<file path="src/hdl/operating_point_selector_assert.svh">
// Assertion macros for the operating point selector.
// Each macro expects clk and arst_n to be visible where it is used.
`ifndef OPERATING_POINT_SELECTOR_ASSERT_SVH
`define OPERATING_POINT_SELECTOR_ASSERT_SVH
`ifndef SYNTHESIS
// Checked property, skipped while reset is applied.
`define OPS_ASSERT(lbl, prop, msg) \
	lbl: assert property (@(posedge clk) disable iff (!arst_n) prop) else $error(msg);
// Checked property that must also hold during reset.
`define OPS_ASSERT_ALWAYS(lbl, prop, msg) \
	lbl: assert property (@(posedge clk) prop) else $error(msg);
`else
`define OPS_ASSERT(lbl, prop, msg)
`define OPS_ASSERT_ALWAYS(lbl, prop, msg)
`endif
`endif

</file>
<file path="src/hdl/ops_pkg.sv">
`default_nettype none

package ops_pkg;

	// Field widths.
	localparam int KhzW  = 22;
	localparam int BusW  = 8;
	localparam int IdxW  = 5;
	localparam int VerW  = 2;
	localparam int ProdW = 16;
	localparam int CfgIdxW = 3;

	localparam logic [KhzW-1:0] KhzMask = {KhzW{1'b1}};

	// Ratio ROM depth and candidate lanes: three bus slots per ROM entry.
	localparam int RatioEntries = 32;
	localparam int NumSlots = 3;
	localparam int NumLanes = NumSlots * RatioEntries;

	// Sizes of the 4:1 reduction tree levels.
	localparam int TreeN1 = (NumLanes + 3) / 4;
	localparam int TreeN2 = (TreeN1 + 3) / 4;
	localparam int TreeN3 = (TreeN2 + 3) / 4;

	// Bus speeds in MHz of the scaled slots.
	localparam logic [BusW-1:0] BusSlow = 8'd66;
	localparam logic [BusW-1:0] BusMid  = 8'd100;
	localparam logic [BusW-1:0] BusFast = 8'd133;

	// Configuration register indexes.
	typedef enum logic [CfgIdxW-1:0] {
		CfgChipVersion = 3'd0,
		CfgBusScaling  = 3'd1,
		CfgFixedBus    = 3'd2,
		CfgLowestKhz   = 3'd3,
		CfgHighestKhz  = 3'd4
	} cfg_reg_t;

	// Multiplier times ten by chip version; zero marks a reserved entry.
	localparam logic [7:0] RatioRom [4][32] = '{
		'{0, 0, 0, 0, 0, 0, 0, 0, 0, 0, 0, 0, 0, 0, 0, 0,
		  0, 0, 0, 0, 0, 0, 0, 0, 0, 0, 0, 0, 0, 0, 0, 0},
		'{0, 30, 40, 0, 0, 35, 45, 55, 60, 70, 80, 50, 65, 75, 0, 0,
		  0, 0, 0, 0, 0, 0, 0, 0, 0, 0, 0, 0, 0, 0, 0, 0},
		'{100, 30, 40, 90, 95, 35, 45, 55, 60, 70, 80, 50, 65, 75, 85, 120,
		  0, 0, 0, 0, 0, 0, 0, 0, 0, 0, 0, 0, 0, 0, 0, 0},
		'{100, 30, 40, 90, 95, 35, 45, 55, 60, 70, 80, 50, 65, 75, 85, 120,
		  0, 110, 120, 0, 105, 115, 125, 135, 140, 150, 160, 130, 145, 155, 0, 0}
	};

	// One candidate operating point as it travels through the tree.
	typedef struct packed {
		logic            ok;
		logic [KhzW-1:0] khz;
		logic [1:0]      rank;
		logic [IdxW-1:0] idx;
		logic [BusW-1:0] bus;
	} cand_t;

	localparam cand_t CandNone = '0;

	// Bus speed of a slot; slot 0 carries the fixed bus when scaling is off.
	function automatic logic [BusW-1:0] slot_bus(input logic [1:0] slot,
			input logic scaling, input logic [BusW-1:0] fixed_bus);
		logic [BusW-1:0] r;
		case (slot)
			2'd0:    r = scaling ? BusSlow : fixed_bus;
			2'd1:    r = BusMid;
			default: r = BusFast;
		endcase
		return r;
	endfunction

	// Pick the better of two candidates. Equal frequencies go to the one
	// earlier in search order.
	function automatic cand_t cand_pick(input cand_t a, input cand_t b,
			input logic hi_wins);
		cand_t r;
		logic a_first;
		a_first = ({a.rank, a.idx} <= {b.rank, b.idx});
		if (!a.ok) begin
			r = b;
		end else if (!b.ok) begin
			r = a;
		end else if (a.khz == b.khz) begin
			r = a_first ? a : b;
		end else if ((a.khz > b.khz) == hi_wins) begin
			r = a;
		end else begin
			r = b;
		end
		return r;
	endfunction

endpackage

`default_nettype wire

</file>
<file path="src/hdl/ops_prod.sv">
`default_nettype none

module ops_prod (
	input  wire logic [ops_pkg::VerW-1:0]  chip_version,
	input  wire logic                      bus_scaling_on,
	input  wire logic [ops_pkg::BusW-1:0]  fixed_bus_mhz,
	output logic [ops_pkg::ProdW-1:0]      prod [ops_pkg::NumLanes],
	output logic                           ok [ops_pkg::NumLanes]
);
	import ops_pkg::*;

	// One lane per bus slot and ROM entry: multiplier times bus speed.
	for (genvar p = 0; p < NumSlots; p++) begin : g_slot
		for (genvar i = 0; i < RatioEntries; i++) begin : g_ent
			logic [7:0]      ratio;
			logic [BusW-1:0] bus;
			logic            bus_ok;
			assign ratio = RatioRom[chip_version][i];
			assign bus = slot_bus(2'(p), bus_scaling_on, fixed_bus_mhz);
			assign bus_ok = (p == 0) ? (bus_scaling_on || (fixed_bus_mhz != '0))
				: bus_scaling_on;
			assign prod[p*RatioEntries+i] = ProdW'(ratio) * ProdW'(bus);
			assign ok[p*RatioEntries+i] = (ratio != 8'd0) && bus_ok;
		end
	end

endmodule

`default_nettype wire
</file>
<file path="config.mk">
export PLATFORM = sky130hd
export DESIGN_NAME = ops_prod
export DESIGN_NICKNAME = d
export VERILOG_FILES = /design/src/hdl/operating_point_selector_assert.svh /design/src/hdl/ops_pkg.sv /design/src/hdl/ops_prod.sv
export SDC_FILE = /design/constraint.sdc
export NUM_CORES = 1
export LEC_CHECK = 0
export ABC_CLOCK_PERIOD_IN_PS = 6200
export BUFFER_PORTS_ARGS = -buffer_cell sky130_fd_sc_hd__buf_2
export CAP_MARGIN = 5
export CELL_PAD_IN_SITES_DETAIL_PLACEMENT = 1
export CELL_PAD_IN_SITES_GLOBAL_PLACEMENT = 1
export CORE_AREA = 2 2 649 651
export DETAILED_ROUTE_END_ITERATION = 12
export DIE_AREA = 0 0 651 653
export PLACE_DENSITY_LB_ADDON = 0.05
export SLEW_MARGIN = 10
export SYNTH_ARGS = -nofsm -noshare
export SYNTH_HDL_FRONTEND = slang
export SYNTH_SLANG_ARGS = --single-unit
export TNS_END_PERCENT = 20
</file>
<file path="constraint.sdc">
create_clock -name vclk -period 6.2
set_clock_uncertainty 0.1 [all_clocks]
set_input_delay 0 -clock vclk [all_inputs]
set_output_delay 0 -clock vclk [all_outputs]
set_load 0.03 [all_outputs]
</file>
; ---- Yosys cells after proc, flatten, opt, wreduce, memory -nomap -nowiden
; Index checks and enable logic that the tools add are counted.
[totals]
word_cells = 200
latch_bits = 0
in_bits = 11
ramBits = 0
ff_bits = 0
rom_bits = 0
n_memories = 0
[op_classes]
n_eq_ne = 0
shifts = 0
reduce_logical = 98
add_sub_neg = 0
mul = 96
div_mod_pow = 0
muxes = 4
magnitude_cmp = 1
bitwise_logic = 1
[ops]
columns = cell, n
row1 = $bmux 256 s2, 1
row2 = $mul 8x8->16, 32
row3 = $mul 8x8->16 const B, 32
row4 = $mux 256, 2
row5 = $mul 8x5->13 const B, 32
row6 = $reduce_bool 8->1, 33
row7 = $logic_and 1x1->1, 64
row8 = $mux 8, 1
row9 = $ge 3x3->1 const B, 1
row10 = $not 2->3, 1
row11 = $logic_or 1x1->1, 1

; ---- Longest topological paths before layout
; Gate-level depths: netlist of run 1.
[logic_depth]
depth_word = 6
ltp_mapped = 23

; ---- Least setup slack after synthesis of run 1
; OpenSTA, ideal clock, no wires.
[synth_path]
path_kind = input-to-output
start = input port chip_version[0] (netlist name)
end = output port prod[1516] (netlist name)
slack_ns = 0.034
arrival_ns = 6.066
cell_stages = 19
n_path_buf = 1
cell_sequence = nor2_2 > inv_2 > o21ai_0 > inv_1 > ha_1 > ha_1 > inv_1 > fa_1 > inv_1 > ha_1 > inv_1 > fa_1 > nor2b_1 > o21ai_0 > a21boi_1 > o21ai_0 > o2bb2ai_1 > xnor2_1 > buf_4
[synth_lines]
columns = element, line_no
row1 = "start, declared", ops_prod.sv:4  ; input wire logic [ops_pkg::VerW-1:0] chip_version,
row2 = "end, declared", ops_prod.sv:7  ; output logic [ops_pkg::ProdW-1:0] prod [ops_pkg::NumLanes],

==> results of run 1 <==
==> synthesized netlist by cell type (all sizes together), types with 9 or more instances <==
cell    count  area, um^2
clkbuf     12        55.1
inv       408        1540
and3        9        56.3
fa        156        3120
nand3      12        60.1
a21oi     112         564
and2       17         106
xor2       57         499
a21o       39         293
or2        16         100
a31oi      16         100
xnor2     164        1440
nor3       26         130
nor2      122         473
ha        583        7290
nand2      98         402
a21boi     10        75.1
nand2b     28         175
nor2b      44         285
o21bai     23         173
buf      1324        9930
o21a       31         233
o21ai      85         433
==> metrics by stage <==
stage / hold WS [ps] / setup slack (ps) / instance area, um^2
2_1_floorplan: 31.7 / 34.0 / 31200
3_3_place_gp: 497 / 381 / 33500
3_5_place_dp: 497 / 486 / 33500
4_1_cts: 498 / 443 / 33500
5_1_grt: 494 / 221 / 33500
6_report: 459 / 678 / 33600
==> path summary, 6_finish.rpt <==
path	slack, ps	to	cells after the start
max	680	prod[1420]	20
min	460	prod[555]	4
==> routing by layer <==
metal | track usage [%] | vias to the layer above | routed length, um | share of wire [%]
met2 | 14.9 | 816 | 92300 | 56
met1 | 8.33 | 10186 | 64500 | 39
met3 | 0.710 | 22 | 6520 | 4.0
met5 | 0 | - | 0 | 0
met4 | 0.451 | 0 | 1240 | 0.76
li1 | - | 10015 | - | -
==> layout make-up <==
class	instances	area, um^2
tap	5520	6910
fill	50322	385000
timing repair buffer	991	5380
antenna	14	35.0
multi-input combinational	2501	19700
inverter	410	1560
==> logic make-up (layout without fill, tap and decap cells) <==
group / after synthesis / in the layout / synth area share, %
compound gates: 377 / 377 / 8.47
xor+xnor: 221 / 221 / 6.82
fa+ha+maj: 745 / 745 / 36.9
buf+inv: 1746 / 1401 / 40.6
mux: 4 / 4 / 0.141
other cells: 1 / 768 / 0.0132
simple gates: 400 / 400 / 7.00
==> results.md, run 1 <==
* Die Footprint at 0.425 mm^2
* GP Congestion at 0.664
* Final Hold Viols at 0
* NumNets Final at 4654
* MaxCap Viol Count at 0
* Total track usage at 7.30%
* Critical Path RT at 6100 ps
* Min Tclk post-route at 5520 ps
* Post-synthesis cell type count at 84
* Vias/cell at 2.23
* Fin crit share at 89.1%
* Initial antenna violation count at 15
* Post-route ant nets at 0
* RSZ-0062 raised after global routing: false
* CP max stage cell: fa_1
* Routed wire length at 165000 um
* Crit path capture type: primary output
* HP Class: in -> out
* CP bufs+invs at 7
* GRT overflow at 0
* Final setup TNS at 0 ps
* Startpoint types: primary input
* First-pass GRT wire length at 212000 um
* DRC Markers at 0
* DIE WIDTH at 651 um
* Post-synthesis sequential area ratio at 0%
* Vias in the first global route at 22662
* Rel. slew slack at 31.6%
* Actual slew at the worst max-slew pin at 1030 ps
* Commonest non-fill, non-tap cells in the layout: buf_2 (880), conb_1 (754), ha_1 (583)
* Status: finished clean
* Clock buffer cells at 0
* CP max stage delay at 580 ps
* Critical path's top delay family: adder cells
* CTS Hold Bufs at 0
* Avg Cell Area, Syn at 8.12 um^2
* Postcts setup bufs at 0
* Crit path max fanout at 9
* DR iter-0 viols at 414
* Vias at 21039
* Placed Cells at 9421
* F_max at 181 MHz
* Sequential cell area at 0 um^2
* Most common cell after layout, fill and taps aside: buf_2
* Largest net degree at the start of global routing at 150
* Worst-path cell chain: buf_2 -> buf_4 -> nand2b_1 -> nor2_1 -> ha_1 -> xnor2_1 -> inv_1 -> fa_1 -> inv_1 -> fa_1 -> inv_1 -> fa_1 -> inv_1 -> ha_1 -> o21ai_0 -> a221oi_1 -> a31oi_1 -> nor2b_1 -> xnor2_1 -> buf_2
* Category of the most critical setup path: in -> out
* Top Ports at 1643
* Core Rows at 238
* WL/cell at 17.4 um
* P&R area growth vs syn at 18.3%
* Synthesized instance count at 3494
* Endpoints failing setup at 0
* Core box area at 0.418 mm^2
* Non-Filler Instances at 9436
* Share of cells above drive strength 1 at 26.7%
* Port Buffers at 889
* Final core occ at 8.02%
* Num sequential at 0
* Yosys warns at 0
* Syn Std Cell Area at 0.0284 mm^2
* Starting Density at 6.78%
* Post-CTS Resized at 0
* Post-DP HPWL at 153000 um
* Hold_sp: chip_version[0]
* Crit path DAT at 5420 ps
* Die Ht at 653 um
* Most frequent CP cell: inv_1
* Slew Limit Fails at 0
* Worst setup path startpoint: bus_scaling_on
* Drt first pass iters at 4
==> run 2, diff against run 1 <==
--- a/config.mk
+++ b/config.mk
@@ -9,10 +9,10 @@
 export BUFFER_PORTS_ARGS = -buffer_cell sky130_fd_sc_hd__buf_2
 export CAP_MARGIN = 5
 export CELL_PAD_IN_SITES_DETAIL_PLACEMENT = 1
-export CELL_PAD_IN_SITES_GLOBAL_PLACEMENT = 1
-export CORE_AREA = 2 2 649 651
+export CELL_PAD_IN_SITES_GLOBAL_PLACEMENT = 2
+export CORE_AREA = 2 2 643 645
 export DETAILED_ROUTE_END_ITERATION = 12
-export DIE_AREA = 0 0 651 653
+export DIE_AREA = 0 0 645 647
 export PLACE_DENSITY_LB_ADDON = 0.05
 export SLEW_MARGIN = 10
 export SYNTH_ARGS = -nofsm -noshare
==> run 2 against run 1 <==
Effect of this change: maximum frequency down 1.8%; die area shrank 1.8%; clock-buffer cell count is the same; via count is 0.63% lower; cell count down 0.60%; non-clock buffer count fell by 3; final area shrank 0.40%; worst setup slack worse by 100 ps; critical path type unchanged; sequential cell count unchanged; critical path depth fell by 1; worst hold slack improved by 140 ps; first-iteration DRC count is 10% higher.
==> results.md, run 2 (same netlist as run 1, synthesis figures left out) <==
* Status: finished clean
* Startpoint types: primary input
* Slew Limit Fails at 0
* Drt first pass iters at 4
* Commonest non-fill, non-tap cells in the layout: buf_2 (882), conb_1 (754), ha_1 (583)
* Final Hold Viols at 0
* Core Rows at 236
* Post-DP HPWL at 157000 um
* NumNets Final at 4651
* Postcts setup bufs at 0
* Cell Area, Placed at 0.0334 mm^2
* Dpl ws at 69.5 ps
* First-pass GRT wire length at 218000 um
* Port Buffers at 889
* RSZ-0062 raised after global routing: false
* Largest net degree at the start of global routing at 149
* Num sequential at 0
* Most common cell after layout, fill and taps aside: buf_2
* Vias in the first global route at 22665
* Routed wire length at 169000 um
* Post-route ant nets at 0
* MaxCap Viol Count at 0
* Share of cells above drive strength 1 at 26.6%
* Crit path DAT at 5520 ps
* GP Congestion at 0.668
* GRT overflow at 0
* Clock buffer cells at 0
* CTS Hold Bufs at 0
* Final setup TNS at 0 ps
* Actual slew at the worst max-slew pin at 1250 ps
* DRC Markers at 0
* Die Ht at 647 um
* Top Ports at 1643
* Initial antenna violation count at 27
* WL/cell at 18.0 um
* WHS at 598 ps
* Fin crit share at 90.7%
* Crit path max fanout at 8
* Endpoints failing setup at 0
* DIE WIDTH at 645 um
* Post-route cell area at 0.0334 mm^2
* # fillers at 49577
* Crit path capture type: primary output
* Category of the most critical setup path: in -> out
* Critical Path RT at 6100 ps
* Total track usage at 7.66%
* Min Tclk post-route at 5620 ps
* Final setup margin at 577 ps
* Rel. slew slack at 16.2%
* Vias at 20906
* Core box area at 0.411 mm^2
* HP Class: in -> out
* P&R area growth vs syn at 17.8%
* Die Footprint at 0.417 mm^2
* DR iter-0 viols at 457
* Vias/cell at 2.23
* Sequential cell area at 0 um^2
* Starting Density at 6.91%
* F_max at 178 MHz
-- run 2: cell count changes in the layout (fill, tap and decap cells not counted), moves of 2 or more --
cell,change
diode_2,-8
buf_12,-2
buf_2,+2
buf_4,-2
-- run 2: worst paths after layout --
kind	startpoint	endpoint	slack, ps	cells past startpoint
worst min-delay path	chip_version[0]	prod[1203]	600	4
worst max-delay path	chip_version[1]	prod[1422]	580	19
-- run 2: per-layer routing --
metal	GRT usage, %	share of wire, %
met5	0	0
met4	0.274	0.62
met3	1.08	4.8
met2	15.7	56
met1	8.60	39
-- run 2: worst max-delay path: stages --
cell and delay (ps):
buf_2 220, nor2_2 380, nor2_1 180, ha_1 360
xnor2_1 350, inv_1 150, fa_1 560, inv_1 70
fa_1 520, inv_1 80, fa_1 550, inv_1 50
ha_1 320, o21ai_0 180, a221oi_1 520, a31oi_1 240
a21oi_1 250, xnor2_1 200, buf_2 290
-- run 2: cell type report --
class                           instances  area, um^2  area share, %
Antenna cell                            6        15.0         0.0449
Timing Repair Buffer                  988        5320           15.9
Tap cell                             5474        6850           20.5
Inverter                              410        1560           4.65
Multi-Input combinational cell       2501       19700           58.9
-- run 2: through the flow --
step,utilization (%),std cells
final,8.13,9379
after global routing,8.13,9373
after global placement,8.12,9372
after detailed placement,8.12,9372
after CTS,8.12,9372
after floorplan,-,4247
-- run 2: timing repair --
action	CTS	global route
setup endpoints to repair	0	4
resized for setup	0	3
endpoints found under the hold margin	0	0
==> run 3, diff against run 2 <==
--- a/config.mk
+++ b/config.mk
@@ -8,11 +8,11 @@
 export ABC_CLOCK_PERIOD_IN_PS = 6200
 export BUFFER_PORTS_ARGS = -buffer_cell sky130_fd_sc_hd__buf_2
 export CAP_MARGIN = 5
-export CELL_PAD_IN_SITES_DETAIL_PLACEMENT = 1
-export CELL_PAD_IN_SITES_GLOBAL_PLACEMENT = 2
-export CORE_AREA = 2 2 643 645
+export CELL_PAD_IN_SITES_DETAIL_PLACEMENT = 0
+export CELL_PAD_IN_SITES_GLOBAL_PLACEMENT = 1
+export CORE_AREA = 2 2 649 651
 export DETAILED_ROUTE_END_ITERATION = 12
-export DIE_AREA = 0 0 645 647
+export DIE_AREA = 0 0 651 653
 export PLACE_DENSITY_LB_ADDON = 0.05
 export SLEW_MARGIN = 10
 export SYNTH_ARGS = -nofsm -noshare
==> run 3 against run 2 <==
Effect of this change: via count shrank 0.26%; wire length shrank 4.0%; global-route usage shrank 0.46 points; cell count grew 0.55%; critical path type unchanged.
==> results.md, run 3 (same netlist as run 1, synthesis figures left out) <==
* Min Tclk post-route at 5490 ps
* Startpoint types: primary input
* RSZ-0062 raised after global routing: false
* F_max at 182 MHz
* Crit path max fanout at 9
* Vias/cell at 2.21
* Clock buffer cells at 0
* Critical Path RT at 6100 ps
* DR iter-0 viols at 481
* Placed Cells at 9421
* Vias in the first global route at 21819
* DRC Markers at 0
* First-pass GRT wire length at 208000 um
* Post-route ant nets at 0
* Postcts setup bufs at 0
* Status: finished clean
* Routed wire length at 162000 um
* Core box area at 0.418 mm^2
* # fillers at 49266
* Port Buffers at 889
* Total track usage at 7.20%
* Post-DP HPWL at 151000 um
* Final Hold Viols at 0
* MaxCap Viol Count at 0
* P&R area growth vs syn at 18.2%
* Post-CTS Resized at 0
* Sequential cell area at 0 um^2
* Top Ports at 1643
* Vias at 20852
* Worst setup path startpoint: bus_scaling_on
* Share of cells above drive strength 1 at 26.7%
* NumNets Final at 4654
* HP Class: in -> out
* DIE WIDTH at 651 um
* Crit path DAT at 5390 ps
* Non-Filler Instances at 9431
* Starting Density at 6.78%
* Core Rows at 238
* Category of the most critical setup path: in -> out
* Die Ht at 653 um
* Rel. slew slack at 30.2%
* Final setup TNS at 0 ps
* Num sequential at 0
* Most common cell after layout, fill and taps aside: buf_2
* Fin crit share at 88.6%
* Critical Path End: prod[1420]
* WL/cell at 17.2 um
* Commonest non-fill, non-tap cells in the layout: buf_2 (880), conb_1 (754), ha_1 (583)
* Slew Limit Fails at 0
* CTS Hold Bufs at 0
* GRT overflow at 0
* Actual slew at the worst max-slew pin at 1050 ps
* Largest net degree at the start of global routing at 150
* Endpoints failing setup at 0
* GP Congestion at 0.664
* Initial antenna violation count at 16
* Die Footprint at 0.425 mm^2
* Drt first pass iters at 7
* Crit path capture type: primary output
-- run 3: changes by cell type in the layout (fill, tap and decap cells not counted), moves of 2 or more --
cell,previous run,this run
buf_2,882,880
buf_4,97,99
diode_2,6,9
buf_12,7,9
-- run 3: how the worst min path moves through the flow --
stage	cells after the start	slack, ps	from	endpoint
2_1_floorplan	1	30	chip_version[1]	prod[1012]
3_3_place_gp	4	500	chip_version[0]	prod[555]
3_5_place_dp	4	500	chip_version[0]	prod[555]
4_1_cts	4	500	chip_version[0]	prod[555]
5_1_grt	4	490	chip_version[0]	prod[555]
6_report	4	460	chip_version[0]	prod[555]
-- run 3: stage by stage --
stage / instance area, um^2 / hold slack, ps / util [%] / worst slack [ps]
6_report: 33600 / 459 / 8.02 / 708
5_1_grt: 33500 / 492 / 8.01 / 174
4_1_cts: 33500 / 499 / 8.01 / 455
3_5_place_dp: 33500 / 498 / 8.01 / 496
3_3_place_gp: 33500 / 497 / 8.00 / 381
2_1_floorplan: 31200 / 31.7 / - / 34.0
-- run 3: final cells by class --
cell class | count | area [um^2] | area share, %
diodes | 9 | 22.5 | 0.0671
inverters | 410 | 1560 | 4.63
multi-input cells | 2501 | 19700 | 58.7
well taps | 5520 | 6910 | 20.6
repair buffers | 991 | 5380 | 16.0
-- run 3: critical path, cell delays in order --
cell	delay, ps
buf_2	270
buf_4	250
nand2b_1	380
nor2_1	140
ha_1	370
xnor2_1	240
inv_1	130
fa_1	530
inv_1	60
fa_1	500
inv_1	60
fa_1	580
inv_1	60
ha_1	330
o21ai_0	180
a221oi_1	470
a31oi_1	160
nor2b_1	160
xnor2_1	230
buf_2	260
-- run 3: per-layer routing --
| metal | track usage [%] | wire length [um] | vias up |
|---|---|---|---|
| li1 | - | - | 10021 |
| met1 | 8.20 | 63200 | 9965 |
| met2 | 14.9 | 92200 | 852 |
| met3 | 0.697 | 6500 | 14 |
| met4 | 0.178 | 539 | 0 |
| met5 | 0 | 0 | - |
